$ cat src/hw/rtl/ksv_pkg.sv
// ----------------------------------------------------------------------------
// Key strike velocity meter package
// Shared types and constants of the velocity meter.
// ----------------------------------------------------------------------------
package ksv_pkg;

  localparam int unsigned KeyW  = 4;
  localparam int unsigned PosW  = 16;
  localparam int unsigned TimeW = 32;
  localparam int unsigned VelW  = 7;
  localparam int unsigned CfgW  = 16;
  localparam int unsigned XW    = 15;
  localparam int unsigned ProdW = 44;

  localparam logic [TimeW-1:0] MinDtUs  = 32'd500;
  localparam logic [TimeW-1:0] MaxDtUs  = 32'd30000;
  // 127 * ceil(2^37 / 29500): exact floor(x * 127 / 29500) for x <= 29500
  localparam logic [29:0]      VelRecip = 30'd591686396;
  localparam int unsigned      VelShift = 37;

  localparam logic [CfgW-1:0] StartThrReset = 16'd12;
  localparam logic [CfgW-1:0] EndThrReset   = 16'd40;

  typedef enum logic [0:0] {
    CFG_START_THR = 1'b0,
    CFG_END_THR   = 1'b1
  } cfg_idx_e;

  typedef struct packed {
    logic             armed;
    logic             started;
    logic [TimeW-1:0] start_time;
    logic [VelW-1:0]  velocity;
  } key_entry_t;

endpackage

$ cat src/hw/rtl/ksv_state_mem.sv
// ----------------------------------------------------------------------------
// Key state memory
// One entry per key, synchronous write, registered read; entries read as
// zero until first written.
// ----------------------------------------------------------------------------
module ksv_state_mem #(
  parameter int unsigned Depth = 16,
  parameter int unsigned AddrW = 4
) (
  input  logic               clk_i,
  input  logic               rst_ni,
  input  logic               rd_en_i,
  input  logic [AddrW-1:0]   rd_addr_i,
  output ksv_pkg::key_entry_t rd_data_o,
  input  logic               wr_en_i,
  input  logic [AddrW-1:0]   wr_addr_i,
  input  ksv_pkg::key_entry_t wr_data_i
);

  ksv_pkg::key_entry_t mem_q [Depth];
  logic [Depth-1:0]    valid_q;
  ksv_pkg::key_entry_t rd_data_q;
  logic                rd_valid_q;

  always_ff @(posedge clk_i) begin
    if (wr_en_i) begin
      mem_q[wr_addr_i] <= wr_data_i;
    end
    if (rd_en_i) begin
      rd_data_q <= mem_q[rd_addr_i];
    end
  end

  always_ff @(posedge clk_i or negedge rst_ni) begin
    if (!rst_ni) begin
      valid_q    <= '0;
      rd_valid_q <= 1'b0;
    end else begin
      if (wr_en_i) begin
        valid_q[wr_addr_i] <= 1'b1;
      end
      if (rd_en_i) begin
        rd_valid_q <= valid_q[rd_addr_i];
      end
    end
  end

  assign rd_data_o = rd_valid_q ? rd_data_q : '0;

endmodule

$ cat src/hw/rtl/ksv_vel_unit.sv
// ----------------------------------------------------------------------------
// Velocity unit
// Clamp the strike time, register it, then scale to a 0..127 velocity.
// ----------------------------------------------------------------------------
module ksv_vel_unit (
  input  logic                        clk_i,
  input  logic                        load_i,
  input  logic [ksv_pkg::TimeW-1:0]   dt_i,
  output logic [ksv_pkg::VelW-1:0]    velocity_o
);

  logic [ksv_pkg::XW-1:0]    x_d, x_q;
  logic [ksv_pkg::TimeW-1:0] dt_clamped;
  logic [ksv_pkg::ProdW-1:0] prod;

  always_comb begin
    if (dt_i < ksv_pkg::MinDtUs) begin
      dt_clamped = ksv_pkg::MinDtUs;
    end else if (dt_i > ksv_pkg::MaxDtUs) begin
      dt_clamped = ksv_pkg::MaxDtUs;
    end else begin
      dt_clamped = dt_i;
    end
    x_d = ksv_pkg::XW'(ksv_pkg::MaxDtUs - dt_clamped);
  end

  always_ff @(posedge clk_i) begin
    if (load_i) begin
      x_q <= x_d;
    end
  end

  assign prod       = ksv_pkg::ProdW'(x_q) * ksv_pkg::ProdW'(ksv_pkg::VelRecip);
  assign velocity_o = prod[ksv_pkg::VelShift +: ksv_pkg::VelW];

endmodule

$ cat src/hw/rtl/key_strike_velocity_meter.sv
// ----------------------------------------------------------------------------
// Key strike velocity meter
// Per-key strike velocity from hall-sensor position samples.
// ----------------------------------------------------------------------------
// Usage:
//   Input words carry key_index, position and time_us; each accepted word
//   yields exactly one output word with key_out, key_velocity and
//   strike_done. Words are accepted when in_valid_i is high and in_stall_o
//   low; output words leave when out_valid_o is high and out_stall_i low.
//   Each result passes through the evaluate and write-back states into the
//   output register; a new word is taken only once the read, evaluate and
//   write-back passes over the per-key state memory for the last one end.
//   A finished word waits in the output register while the next input word
//   is taken; a stalled receiver holds the block at write-back once a second
//   result is ready.
//   Thresholds are written through cfg_we_i/cfg_index_i/cfg_data_i while
//   the block is idle.
//   Reset clears all keys to idle with velocity zero and loads thresholds
//   12 and 40; no clearing pass is needed.
// ----------------------------------------------------------------------------
module key_strike_velocity_meter #(
  parameter int unsigned KEY_COUNT = 16
) (
  input  logic                        clk_i,
  input  logic                        rst_ni,
  input  logic                        cfg_we_i,
  input  logic [0:0]                  cfg_index_i,
  input  logic [ksv_pkg::CfgW-1:0]    cfg_data_i,
  input  logic                        in_valid_i,
  output logic                        in_stall_o,
  input  logic [ksv_pkg::KeyW-1:0]    key_index_i,
  input  logic [ksv_pkg::PosW-1:0]    position_i,
  input  logic [ksv_pkg::TimeW-1:0]   time_us_i,
  output logic                        out_valid_o,
  input  logic                        out_stall_i,
  output logic [ksv_pkg::KeyW-1:0]    key_out_o,
  output logic [ksv_pkg::VelW-1:0]    key_velocity_o,
  output logic                        strike_done_o
);

  localparam int unsigned AddrW = (KEY_COUNT > 1) ? $clog2(KEY_COUNT) : 1;
  localparam int unsigned WideW = AddrW + ksv_pkg::KeyW;

  typedef enum logic [2:0] {
    ST_IDLE = 3'b001,
    ST_EVAL = 3'b010,
    ST_WB   = 3'b100
  } state_e;

  state_e state_q, state_d;

  logic [ksv_pkg::CfgW-1:0] start_thr_q, end_thr_q;

  logic [ksv_pkg::KeyW-1:0]  key_q;
  logic [ksv_pkg::PosW-1:0]  pos_q;
  logic [ksv_pkg::TimeW-1:0] time_q;
  logic                      in_range_q;

  logic                      done_q;
  ksv_pkg::key_entry_t       entry_q;
  ksv_pkg::key_entry_t       entry_d;
  logic                      done_d;

  logic                      out_valid_q;
  logic [ksv_pkg::KeyW-1:0]  out_key_q;
  logic [ksv_pkg::VelW-1:0]  out_vel_q;
  logic                      out_done_q;

  logic                      in_fire;
  logic                      wb_fire;
  logic [WideW-1:0]          key_in_wide;
  logic [WideW-1:0]          key_q_wide;
  ksv_pkg::key_entry_t       rd_entry;
  ksv_pkg::key_entry_t       wr_entry;
  logic [ksv_pkg::VelW-1:0]  calc_vel;
  logic [ksv_pkg::VelW-1:0]  final_vel;

  assign in_stall_o  = (state_q != ST_IDLE);
  assign in_fire     = in_valid_i && (state_q == ST_IDLE);
  assign wb_fire     = (state_q == ST_WB) && (!out_valid_q || !out_stall_i);
  assign key_in_wide = WideW'(key_index_i);
  assign key_q_wide  = WideW'(key_q);

  // configuration
  always_ff @(posedge clk_i or negedge rst_ni) begin
    if (!rst_ni) begin
      start_thr_q <= ksv_pkg::StartThrReset;
      end_thr_q   <= ksv_pkg::EndThrReset;
    end else if (cfg_we_i) begin
      case (cfg_index_i)
        ksv_pkg::CFG_START_THR: start_thr_q <= cfg_data_i;
        ksv_pkg::CFG_END_THR:   end_thr_q   <= cfg_data_i;
        default: ;
      endcase
    end
  end

  ksv_state_mem #(
    .Depth (KEY_COUNT),
    .AddrW (AddrW)
  ) u_state_mem (
    .clk_i     (clk_i),
    .rst_ni    (rst_ni),
    .rd_en_i   (in_fire),
    .rd_addr_i (key_in_wide[AddrW-1:0]),
    .rd_data_o (rd_entry),
    .wr_en_i   (wb_fire && in_range_q),
    .wr_addr_i (key_q_wide[AddrW-1:0]),
    .wr_data_i (wr_entry)
  );

  ksv_vel_unit u_vel_unit (
    .clk_i      (clk_i),
    .load_i     (state_q == ST_EVAL),
    .dt_i       (time_q - rd_entry.start_time),
    .velocity_o (calc_vel)
  );

  // per-key stage update
  always_comb begin
    entry_d = rd_entry;
    done_d  = 1'b0;
    if (!rd_entry.armed) begin
      if (pos_q < start_thr_q) begin
        entry_d.armed = 1'b1;
      end
    end else if (!rd_entry.started) begin
      if (pos_q > start_thr_q) begin
        entry_d.started    = 1'b1;
        entry_d.start_time = time_q;
      end
    end else if (pos_q > end_thr_q) begin
      entry_d.armed      = 1'b0;
      entry_d.started    = 1'b0;
      entry_d.start_time = '0;
      done_d             = in_range_q;
    end
  end

  assign final_vel = done_q ? calc_vel : entry_q.velocity;

  always_comb begin
    wr_entry          = entry_q;
    wr_entry.velocity = final_vel;
  end

  always_comb begin
    state_d = state_q;
    case (state_q)
      ST_IDLE: if (in_fire) state_d = ST_EVAL;
      ST_EVAL: state_d = ST_WB;
      ST_WB:   if (wb_fire) state_d = ST_IDLE;
      default: state_d = ST_IDLE;
    endcase
  end

  always_ff @(posedge clk_i or negedge rst_ni) begin
    if (!rst_ni) begin
      state_q     <= ST_IDLE;
      out_valid_q <= 1'b0;
    end else begin
      state_q <= state_d;
      if (wb_fire) begin
        out_valid_q <= 1'b1;
      end else if (!out_stall_i) begin
        out_valid_q <= 1'b0;
      end
    end
  end

  always_ff @(posedge clk_i) begin
    if (in_fire) begin
      key_q      <= key_index_i;
      pos_q      <= position_i;
      time_q     <= time_us_i;
      in_range_q <= (32'(key_index_i) < KEY_COUNT);
    end
    if (state_q == ST_EVAL) begin
      entry_q <= entry_d;
      done_q  <= done_d;
    end
    if (wb_fire) begin
      out_key_q  <= key_q;
      out_vel_q  <= in_range_q ? final_vel : '0;
      out_done_q <= done_q;
    end
  end

  assign out_valid_o    = out_valid_q;
  assign key_out_o      = out_key_q;
  assign key_velocity_o = out_vel_q;
  assign strike_done_o  = out_done_q;

endmodule

$ cat config.mk
export PLATFORM = sky130hd
export DESIGN_NAME = key_strike_velocity_meter
export DESIGN_NICKNAME = d
export VERILOG_FILES = /design/src/hw/rtl/ksv_pkg.sv /design/src/hw/rtl/ksv_state_mem.sv /design/src/hw/rtl/ksv_vel_unit.sv /design/src/hw/rtl/key_strike_velocity_meter.sv
export SDC_FILE = /design/constraint.sdc
export NUM_CORES = 1
export LEC_CHECK = 0
export BUFFER_PORTS_ARGS = -buffer_cell sky130_fd_sc_hd__buf_2
export CAP_MARGIN = 20
export CORE_ASPECT_RATIO = 0.5
export CORE_MARGIN = 2
export CORE_UTILIZATION = 30
export CTS_BUF_LIST = sky130_fd_sc_hd__clkbuf_2 sky130_fd_sc_hd__clkbuf_4 sky130_fd_sc_hd__clkbuf_8
export CTS_CLUSTER_SIZE = 25
export DETAILED_ROUTE_END_ITERATION = 10
export MAX_ROUTING_LAYER = met4
export PLACE_DENSITY = 0.45
export SLEW_MARGIN = 40
export SYNTH_ARGS = -nofsm -noshare
export SYNTH_HDL_FRONTEND = slang
export SYNTH_SLANG_ARGS = --single-unit
$ cat constraint.sdc
create_clock -name clk_i -period 7.09 [get_ports clk_i]
set_input_delay 2.127 -clock clk_i [delete_from_list [all_inputs] [get_ports clk_i]]
set_output_delay 2.127 -clock clk_i [all_outputs]
set_load 0.03 [all_outputs]
==> reports/metrics.cfg, run 1 <==
[synthesis]
async_reset_ff_frac = 0.0608
synth_edf_count = 818
synth-simple-area-share = 0.0422
yosys.area.top_type = edfxtp_1
synth-xor-area-share = 0.00656
synth_top_family_by_area = adder cells
synth_mux_area_frac = 0.121
yosys-top-cells-area = edfxtp_1 (59%), mux4_2 (11%), ha_1 (6.7%)
synth_top_area_frac = 0.591
synthCells = 2467
seq_area_frac_synth = 0.623
netlist_area_um2 = 41600
yosys_warnings = 0
synth-compound-area-share = 0.0516
syn_nets = 2885
synth_adder_area_share = 0.126
synth_seq_cells = 871
synth_flop_cell = edfxtp_1
yosysUniqueCellTypes = 84
yosysMostFrequentCell = edfxtp_1
avgSynthCellArea_um2 = 16.9
ys_top_cells_by_count = edfxtp_1 (818), inv_1 (242), ha_1 (221), mux4_2 (210), fa_1 (123)

[clock_tree]
clockBufferDepth = 3
path_clk_slew_ns = 0.06
cts_tree = built
clock_sinks = 871
clockRootBuffer = clkbuf_8
cts_buffers = 138
htree_num_levels = 4
clk_latency_ns = 0.82

[worst_setup_path]
required_ns = 7.60
r2r-start = u_vel_unit.x_q[5]
rr_worst_depth = 22
crit_type = flop to flop
reg2reg_slack_ns = 0.37
r2r-end = u_state_mem.mem_q[11][0]
crit_path_end_kind = flop
crit_arrival_ns = 7.23
start_kind = flop
path_max_fanout = 17

[layout]
syn2layout_area_growth_pct = 14.5
drive_gt1_frac = 0.244
seqCellArea_um2 = 25900
nFillCells = 13100
fin_nets = 3093
stdcell_count = 4644
multiInputGateArea_um2 = 14600

[timing]
fin_tns_setup_ns = 0
finalClockSkew_ns = 0.0279
setup_viol = 0
min_period_ns = 6.72
fin_crit_sh = 0.948
fin_ws_ns = 0.370
worst-slew-pin-transition_ns = 0.871
whs_ns = 0.462
fmax_mhz = 149
slew_headroom = 0.419
slew_violations = 0
hold_viol_final = 0

[power]
ir_worst_vdd_mv = 0.355
totalPowerFinal_w = 0.0194
powerDensity_nw_per_um2 = 408
leakage_nw = 17.1

[global_route]
antenna_found_initial = 3
grt_pass1_wl_um = 165000
grt_pass1_vias = 24100
overflow = 0
grt_max_degree = 76
grt_usage = 0.166

[routing]
num_vias = 22700
finalWirelength_um = 112000
drtIter0Drc = 1599
viasPerCell = 4.90
drc = 0
wl_per_cell_um = 24.1
dr.pass1.iters = 5
ant_nets = 0

[hold_path]
holdPathStages = 1
holdCritPathClass = flop to flop
min_to = u_state_mem.valid_q[10]
min_from = u_state_mem.valid_q[10]

[die]
dieArea_um2 = 142000
chipWidth_um = 530
die_h_um = 267
placementRows = 96
coreArea_um2 = 137000
start_util = 0.303
ioPinCount = 88

[placement]
post-dp-hpwl_um = 70100
dp.cells = 4394
gp_congestion = 0.827
place_ws_ns = 0.272
portBuffers = 87

[run_status]
status = complete, no violations

[run]
drv_cap = 0

[routing by layer]
metal / up-vias / track usage / routed length, µm
li1: 9978 / - / -
met1: 12200 / 0.225 / 52300
met2: 465 / 0.262 / 53600
met3: 122 / 0.0226 / 4470
met4: 0 / 0.0422 / 1680
met5: - / - / 0
[where the power goes]
group | leakage [nW] | internal (W) | switching, W
logic | 7.63 | 0.00346 | 0.00514
clock network | 1.44 | 0.00223 | 0.00206
registers | 8.05 | 0.00629 | 0.000265
total | 17.1 | 0.0120 | 0.00746
[per-stage QoR]
step | instance area, µm² | util
floorplan | 41600 | -
global placement | 44700 | 0.326
detailed placement | 44900 | 0.327
CTS | 47600 | 0.347
global route | 47600 | 0.347
finish | 47600 | 0.347
[critical path, cell delays in order, from the launching register on]
cell      delay (ns)
edfxtp_1        0.50
ha_1            0.39
inv_1           0.07
fa_1            0.50
inv_1           0.05
fa_1            0.49
inv_1           0.05
fa_1            0.47
inv_1           0.05
fa_1            0.56
fa_1            0.42
ha_1            0.32
and4_1          0.22
a221oi_1        0.25
o21ai_0         0.25
nand2_1         0.13
a311oi_1        0.10
a211oi_1        0.31
o311ai_0        0.21
buf_4           0.19
a221o_1         0.32
xor2_1          0.17
mux2_2          0.40
[sequential cells by signal, indices dropped and copies added (netlist names), 3 cells and up]
name                   flops
u_state_mem.mem_q        656
entry_q                   41
u_state_mem.rd_data_q     41
time_q                    32
end_thr_q                 16
pos_q                     16
start_thr_q               16
u_state_mem.valid_q       16
u_vel_unit.x_q            15
key_velocity_o             7
key_out_o                  4
key_q                      4
state_q                    3
[cell families after synthesis]
family | after synthesis
AOI/OAI and AO/OA | 312
xor gates and xnor gates | 29
adders and majority gates | 344
buffers and inverters | 327
DFF | 871
muxes | 238
and+or+nand+nor | 346
[layout make-up]
cell class                 instances  area share
multi-input combinational       1269       0.307
inverter                         243      0.0192
clock buffer                     196      0.0492
clock inverter                    48     0.00759
sequential                       871       0.544
tap                             1862      0.0489
antenna                            3    0.000158
timing repair buffer             152      0.0239
[layout by cell type (no fill, tap or decap), types with 13 or more instances in the layout]
master,instances
a21o_1,31
a21oi_1,68
a31oi_1,13
and2_1,15
and3_1,14
buf_2,84
buf_4,45
clkbuf_4,57
clkbuf_8,139
clkinv_1,20
dfrtp_1,47
edfxtp_1,818
fa_1,122
ha_1,221
inv_1,242
mux2_2,24
mux4_2,210
nand2_1,111
nand3_1,26
nand4_1,20
nor2_1,45
nor2_4,14
o21a_1,16
o21ai_0,57
o2bb2ai_1,32
or2_2,20
xnor2_1,18
[how the worst max path moves through the flow]
stage,start,to,slack (ns)
floorplan,out_stall_i,u_state_mem.mem_q[0][0],0.29
global placement,u_vel_unit.x_q[9],u_state_mem.mem_q[10][0],0.30
detailed placement,u_vel_unit.x_q[9],u_state_mem.mem_q[9][0],0.27
CTS,u_vel_unit.x_q[9],u_state_mem.mem_q[3][0],0.21
global route,u_vel_unit.x_q[5],u_state_mem.mem_q[2][0],-0.001
finish,u_vel_unit.x_q[5],u_state_mem.mem_q[11][0],0.37
[timing repair]
item / CTS / global route
endpoints found under the hold margin: 0 / 0
endpoints found under the setup margin: 0 / 17
resized for setup: 0 / 1
hold buffers: 0 / 0
setup buffers: 0 / 3
(Power assumes the default switching activity.)
==> run 2: changes to the inputs <==
--- a/config.mk
+++ b/config.mk
@@ -7,7 +7,7 @@
 export LEC_CHECK = 0
 export BUFFER_PORTS_ARGS = -buffer_cell sky130_fd_sc_hd__buf_2
 export CAP_MARGIN = 20
-export CORE_ASPECT_RATIO = 0.5
+export CORE_ASPECT_RATIO = 2
 export CORE_MARGIN = 2
 export CORE_UTILIZATION = 30
 export CTS_BUF_LIST = sky130_fd_sc_hd__clkbuf_2 sky130_fd_sc_hd__clkbuf_4 sky130_fd_sc_hd__clkbuf_8
@@ -18,4 +18,5 @@
 export SLEW_MARGIN = 40
 export SYNTH_ARGS = -nofsm -noshare
 export SYNTH_HDL_FRONTEND = slang
+export SYNTH_HIERARCHICAL = 1
 export SYNTH_SLANG_ARGS = --single-unit
==> reports/metrics.cfg, run 2 <==
[power]
seq_power_share = 0.304  ; -0.033
switching_share = 0.412  ; +0.0279
combPwrFrac = 0.499  ; +0.056
intPower_w = 0.0128  ; +7.2%
leakage_nw = 17.2  ; +0.39%
powerDensity_nw_per_um2 = 459  ; +12%
netSwitchingPower_w = 0.00899  ; +20%
p_clk_frac = 0.197  ; -0.023
ir_worst_vdd_mv = 0.406  ; +14%

[clock_tree]
clock_sinks = 871  ; unchanged
htree_num_levels = 4  ; unchanged
hold_buffers = 0  ; unchanged
cts_tree = built
cts_resized = 0  ; unchanged
path_clk_slew_ns = 0.07  ; about the same
cts_buffers = 143  ; +3.6%
clk_latency_ns = 0.87  ; +0.05 ns
postCtsSetupBuffers = 0  ; unchanged
clockRootBuffer = clkbuf_8
clockBufferDepth = 4  ; +1

[layout]
drive_gt1_frac = 0.238  ; -0.00588
largest_reg_flops = 656  ; unchanged
stdcell_count = 4625  ; -0.41%
final_common_cell = edfxtp_1
syn2layout_area_growth_pct = 13.8
fin_nets = 3091  ; -0.065%
regMostFlops = u_state_mem/mem_q
layout_common_cells = edfxtp_1 (818), inv_1 (265), ha_1 (226)
nFillCells = 13300  ; +1.9%
top_regs = u_state_mem/mem_q x656, entry_q x41, u_state_mem/rd_data_q x41

[timing]
setup_viol = 0  ; unchanged
hold_viol_final = 0  ; unchanged
worst-slew-pin-transition_ns = 0.844  ; -0.0268 ns
min_period_ns = 6.72  ; -0.00113 ns
slew_violations = 0  ; unchanged
fmax_mhz = 149  ; about the same
rsz0062_at_grt = false
fin_tns_setup_ns = 0  ; unchanged
fin_crit_sh = 0.948  ; about the same
slew_headroom = 0.436  ; +0.0165
finalClockSkew_ns = 0.130  ; +0.102 ns

[worst_setup_path]
cp_common_cell = fa_1
crit_path_end_kind = flop
slowest_stage = edfxtp_1
crit_chain = inv_1 > fa_1 > inv_1 > fa_1 > fa_1 > fa_1 > fa_1 > fa_1 > ha_1 > and4_1 > a221oi_1 > o211ai_1 > a21oi_1 > buf_4 > o31ai_1 > a31oi_1 > xnor2_1 > mux2_2
critPathBufInv = 3  ; -2
start_kind = flop
r2r-start = u_vel_unit/x_q[6]
reg2reg_slack_ns = 0.37  ; about the same
required_ns = 7.64  ; +0.04 ns
crit_arrival_ns = 7.27  ; +0.04 ns
path_max_fanout = 17  ; unchanged
rr_worst_depth = 18  ; -18%
crit_type = flop to flop
endpoint = u_state_mem/mem_q[6][4]
worst_path_largest_cell_delay_ns = 0.64  ; +0.08 ns
startpoint = u_vel_unit/x_q[6]
cp_num_cells = 18  ; -18%
r2r-end = u_state_mem/mem_q[6][4]
critical_path.top_delay_family = adder cells

[synthesis]
yosysMostFrequentCell = edfxtp_1
ys_top_cells_by_count = edfxtp_1 (818), inv_1 (265), ha_1 (226), mux4_2 (206), fa_1 (119)
netlist_area_um2 = 41800  ; +0.48%
synthCells = 2468  ; +0.041%
yosysUniqueCellTypes = 87  ; +3.6%
async_reset_ff_frac = 0.0608  ; unchanged
yosys-top-cells-area = edfxtp_1 (59%), mux4_2 (11%), ha_1 (6.8%)
synth_top_area_frac = 0.588  ; -0.00280
seq_area_frac_synth = 0.620  ; -0.00295
syn_nets = 2887  ; +0.069%
synth_edf_count = 818  ; unchanged
yosys_warnings = 6  ; +6
synth_flop_cell = edfxtp_1
avgSynthCellArea_um2 = 16.9  ; +0.43%
synth_seq_cells = 871  ; unchanged
yosys.area.top_type = edfxtp_1

[global_route]
grt_max_degree = 76  ; unchanged
grt_pass1_wl_um = 173000  ; +4.5%
grt_usage = 0.173  ; +0.00780
overflow = 0  ; unchanged
grt_pass1_vias = 25100  ; +4.2%
antenna_found_initial = 3  ; unchanged

[die]
die_h_um = 532  ; +99%
chipWidth_um = 268  ; -50%
start_util = 0.302  ; -0.000401
coreArea_um2 = 138000  ; +0.61%
ioPinCount = 88  ; unchanged
dieArea_um2 = 142000  ; +0.47%
placementRows = 193  ; +100%

[routing]
finalWirelength_um = 119000  ; +5.9%
wl_per_cell_um = 25.7  ; +6.4%
drtIter0Drc = 1391  ; -13%
num_vias = 22800  ; +0.070%
viasPerCell = 4.92  ; +0.48%
dr.pass1.iters = 5  ; unchanged
ant_nets = 0  ; unchanged
drc = 0  ; unchanged

[placement]
portBuffers = 87  ; unchanged
gp_congestion = 0.880  ; +6.4%
dp.cells = 4378  ; -0.36%
post-dp-hpwl_um = 75900  ; +8.3%

[run]
drv_cap = 0  ; unchanged

[hold_path]
min_from = u_state_mem/valid_q[15]
holdCritPathClass = flop to flop

[run_status]
status = complete, no violations

[run 2: cell types whose count changed after synthesis, moves of 23 or more]
| cell | previous run | this run |
|---|---|---|
| a22o_1 | 0 | 33 |
| and2_1 | 15 | 44 |
| clkbuf_1 | 65 | 40 |
| inv_1 | 242 | 265 |
| nand2_1 | 112 | 77 |
| o2bb2ai_1 | 32 | 0 |
[run 2: layer usage]
metal  GRT usage  up-vias  part of all wire
li1            -     9884                 -
met1       0.187    12000              0.37
met2       0.317      609              0.55
met3      0.0189      248             0.033
met4      0.0767        0             0.044
met5           -        -                 0
[run 2: how the worst min path moves through the flow]
stage                                    endpoint  slack [ns]  cells past startpoint
after detailed placement  u_state_mem/valid_q[15]        0.45                      1
after global routing      u_state_mem/valid_q[15]        0.47                      1
after CTS                 u_state_mem/valid_q[15]        0.47                      1
final                     u_state_mem/valid_q[15]        0.47                      1
after floorplan                     strike_done_o        0.42                      0
after global placement    u_state_mem/valid_q[14]        0.45                      1
[run 2: power groups by stage]
stage / combinational, W / clock (W) / sequential [W]
after floorplan: 0.00738 / 0 / 0.00662
after global routing: 0.0122 / 0.00465 / 0.00667
after global placement: 0.0110 / 0 / 0.00673
final: 0.0109 / 0.00431 / 0.00663
after detailed placement: 0.0110 / 0 / 0.00674
after CTS: 0.0111 / 0.00448 / 0.00664
[run 2: cells by family (layout without fill, tap and decap cells)]
logic type	count (synthesis)	in the layout	synth area share
simple gates	311	311	0.0388
flops	871	871	0.620
xor+xnor	43	43	0.00901
compound gates	313	313	0.0511
fa+ha+maj	345	345	0.125
mux	238	238	0.121
buf+inv	347	651	0.0359
other cells	0	1	0
[run 2: worst reg2reg max path, cell delays in order (launching register included)]
cell      delay [ns]
edfxtp_1        0.64
inv_1           0.13
fa_1            0.54
inv_1           0.08
fa_1            0.42
fa_1            0.57
fa_1            0.44
fa_1            0.58
fa_1            0.43
ha_1            0.35
and4_1          0.23
a221oi_1        0.38
o211ai_1        0.22
a21oi_1         0.37
buf_4           0.19
o31ai_1         0.08
a31oi_1         0.22
xnor2_1         0.14
mux2_2          0.43
[run 2: area by class of cell]
| type | count | area, µm² | area share |
|---|---|---|---|
| inverters | 265 | 995 | 0.0209 |
| flip-flops and latches | 871 | 25900 | 0.545 |
| diodes | 1 | 2.50 | 0.0000527 |
| repair buffers | 141 | 1090 | 0.0230 |
| clock buffers | 188 | 2320 | 0.0488 |
| well taps | 1852 | 2320 | 0.0488 |
| multi-input cells | 1250 | 14500 | 0.306 |
| clock inverters | 57 | 368 | 0.00774 |
[run 2: stage by stage]
| step | utilization | area, µm² | power (W) | worst slack, ns | hold slack, ns |
|---|---|---|---|---|---|
| 5_1_grt | 0.344 | 47500 | 0.0235 | 0.0974 | 0.472 |
| 6_report | 0.344 | 47500 | 0.0218 | 0.371 | 0.466 |
| 3_5_place_dp | 0.324 | 44800 | 0.0177 | 0.263 | 0.449 |
| 3_3_place_gp | 0.324 | 44700 | 0.0177 | 0.318 | 0.446 |
| 4_1_cts | 0.344 | 47500 | 0.0222 | 0.293 | 0.466 |
| 2_1_floorplan | - | 41800 | 0.0140 | 0.245 | 0.424 |
==> run 3: changes to the inputs <==
--- a/config.mk
+++ b/config.mk
@@ -7,6 +7,8 @@
 export LEC_CHECK = 0
 export BUFFER_PORTS_ARGS = -buffer_cell sky130_fd_sc_hd__buf_2
 export CAP_MARGIN = 20
+export CELL_PAD_IN_SITES_DETAIL_PLACEMENT = 1
+export CELL_PAD_IN_SITES_GLOBAL_PLACEMENT = 1
 export CORE_ASPECT_RATIO = 2
 export CORE_MARGIN = 2
 export CORE_UTILIZATION = 30
@@ -14,7 +16,7 @@
 export CTS_CLUSTER_SIZE = 25
 export DETAILED_ROUTE_END_ITERATION = 10
 export MAX_ROUTING_LAYER = met4
-export PLACE_DENSITY = 0.45
+export PLACE_DENSITY = 0.5
 export SLEW_MARGIN = 40
 export SYNTH_ARGS = -nofsm -noshare
 export SYNTH_HDL_FRONTEND = slang
==> reports/metrics.cfg, run 3 (synthesized netlist as in run 2, its figures left out) <==
[timing]
slew_headroom = 0.468  ; +0.0318
hold_viol_final = 0  ; unchanged
setup_viol = 0  ; unchanged
fin_tns_setup_ns = 0  ; unchanged
slew_violations = 0  ; unchanged
fmax_mhz = 150  ; +0.55%
worst-slew-pin-transition_ns = 0.799  ; -0.0457 ns
rsz0062_at_grt = false
fin_crit_sh = 0.942  ; -0.00521
finalClockSkew_ns = 0.0884  ; -0.0413 ns
fin_ws_ns = 0.408  ; +0.0369 ns
min_period_ns = 6.68  ; -0.0369 ns

[clock_tree]
hold_buffers = 0  ; unchanged
cts_tree = built
clockRootBuffer = clkbuf_8
path_clk_slew_ns = 0.07  ; about the same
clockBufferDepth = 4  ; unchanged
cts_resized = 0  ; unchanged
htree_num_levels = 4  ; unchanged
postCtsSetupBuffers = 0  ; unchanged
cts_buffers = 140  ; -2.1%
clk_latency_ns = 0.85  ; -0.02 ns
clock_sinks = 871  ; unchanged

[worst_setup_path]
required_ns = 7.55  ; -0.09 ns
endpoint = u_state_mem/mem_q[4][0]
startpoint = u_vel_unit/x_q[5]
reg2reg_slack_ns = 0.41  ; +0.04 ns
crit_chain = ha_1 > inv_1 > fa_1 > inv_1 > fa_1 > inv_1 > fa_1 > inv_1 > fa_1 > fa_1 > ha_1 > a21oi_1 > nand2_1 > a221oi_1 > o211ai_1 > a21oi_1 > o21ai_0 > a31oi_1 > xnor2_1 > mux2_2
slowest_stage = edfxtp_1
crit_type = flop to flop
rr_worst_depth = 20  ; +2
cp_common_cell = fa_1
r2r-start = u_vel_unit/x_q[5]
r2r-end = u_state_mem/mem_q[4][0]
worst_path_largest_cell_delay_ns = 0.55  ; -0.09 ns
path_max_fanout = 17  ; unchanged
crit_path_end_kind = flop
crit_arrival_ns = 7.15  ; -0.12 ns
start_kind = flop

[global_route]
grt_usage = 0.185  ; +0.0114
grt_pass1_vias = 26200  ; +4.5%
grt_pass1_wl_um = 182000  ; +5.7%
grt_max_degree = 96  ; +26%
antenna_found_initial = 1  ; -2
overflow = 0  ; unchanged

[layout]
seqCellArea_um2 = 25900  ; about the same
multiInputGateArea_um2 = 14500  ; about the same
syn2layout_area_growth_pct = 13.5
layout_common_cells = edfxtp_1 (818), inv_1 (265), ha_1 (226)
final_common_cell = edfxtp_1
drive_gt1_frac = 0.238  ; about the same
final_area_um2 = 47400  ; -0.23%
top_regs = u_state_mem/mem_q x656, entry_q x41, u_state_mem/rd_data_q x41
fin_nets = 3098  ; +0.23%
largest_reg_flops = 656  ; unchanged
regMostFlops = u_state_mem/mem_q
nFillCells = 14200  ; +6.4%

[placement]
place_ws_ns = 0.379  ; +0.117 ns
gp_congestion = 0.916  ; +4.1%
placed_cell_area_um2 = 44700  ; -0.16%
post-dp-hpwl_um = 82400  ; +8.5%
portBuffers = 87  ; unchanged

[routing]
ant_nets = 0  ; unchanged
num_vias = 22900  ; +0.69%
dr.pass1.iters = 5  ; unchanged
drc = 0  ; unchanged
viasPerCell = 4.95  ; +0.67%
wl_per_cell_um = 27.3  ; +6.3%
drtIter0Drc = 1384  ; -0.50%
finalWirelength_um = 126000  ; +6.3%

[power]
leakage_nw = 17.2  ; about the same
ir_worst_vdd_mv = 0.389  ; -4.2%
totalPowerFinal_w = 0.0221  ; +1.3%
powerDensity_nw_per_um2 = 466  ; +1.6%

[die]
dieArea_um2 = 142000  ; unchanged
coreArea_um2 = 138000  ; unchanged
ioPinCount = 88  ; unchanged
die_h_um = 532  ; unchanged
placementRows = 193  ; unchanged
chipWidth_um = 268  ; unchanged
start_util = 0.302  ; unchanged

[run_status]
status = complete, no violations

[hold_path]
holdCritPathClass = flop to flop

[run]
drv_cap = 0  ; unchanged

[run 3: where the power goes]
part	total, W	leakage (nW)	switching, W	internal [W]
Combinational	0.0112	7.73	0.00698	0.00418
Clock	0.00431	1.39	0.00204	0.00227
Sequential	0.00665	8.05	0.000307	0.00634
[run 3: per-layer routing]
metal	wire length [µm]	global-route usage	vias up
li1	-	-	9877
met1	45400	0.191	12300
met2	71700	0.348	474
met3	3150	0.0184	251
met4	6080	0.0839	0
met5	0	-	-
[run 3: worst min-delay path by stage]
stage,slack [ns],depth (start not counted),startpoint,end
6_report,0.46,1,u_state_mem/valid_q[4],u_state_mem/valid_q[4]
5_1_grt,0.48,1,u_state_mem/valid_q[12],u_state_mem/valid_q[12]
4_1_cts,0.47,1,u_state_mem/valid_q[11],u_state_mem/valid_q[11]
3_5_place_dp,0.45,1,u_state_mem/valid_q[4],u_state_mem/valid_q[4]
3_3_place_gp,0.45,1,u_state_mem/valid_q[15],u_state_mem/valid_q[15]
2_1_floorplan,0.42,0,done_q,strike_done_o
[run 3: worst max-delay path, delay by kind of cell, from the launching register on]
kind | cells | cell delay (ns)
flip-flops | 1 | 0.55
AND/OR/NAND/NOR | 1 | 0.11
buffers and inverters | 4 | 0.23
XOR/XNOR | 1 | 0.09
AO/OA/AOI/OAI | 6 | 1.78
adder cells (fa/ha/maj) | 7 | 3.15
multiplexers | 1 | 0.42
[run 3: area by class of cell]
cell class / count / share of cell area
inverters: 265 / 0.0210
multi-input cells: 1250 / 0.306
repair buffers: 151 / 0.0216
diodes: 1 / 0.0000528
clock inverters: 57 / 0.00813
clock buffers: 179 / 0.0479
well taps: 1852 / 0.0489
flip-flops and latches: 871 / 0.546
[run 3: metrics by stage]
| step | instances | hold WS, ns | util |
|---|---|---|---|
| finish | 4626 | 0.463 | 0.343 |
| global route | 4626 | 0.480 | 0.343 |
| CTS | 4624 | 0.471 | 0.343 |
| detailed placement | 4388 | 0.453 | 0.324 |
| global placement | 4388 | 0.446 | 0.324 |
| floorplan | 2468 | 0.424 | - |
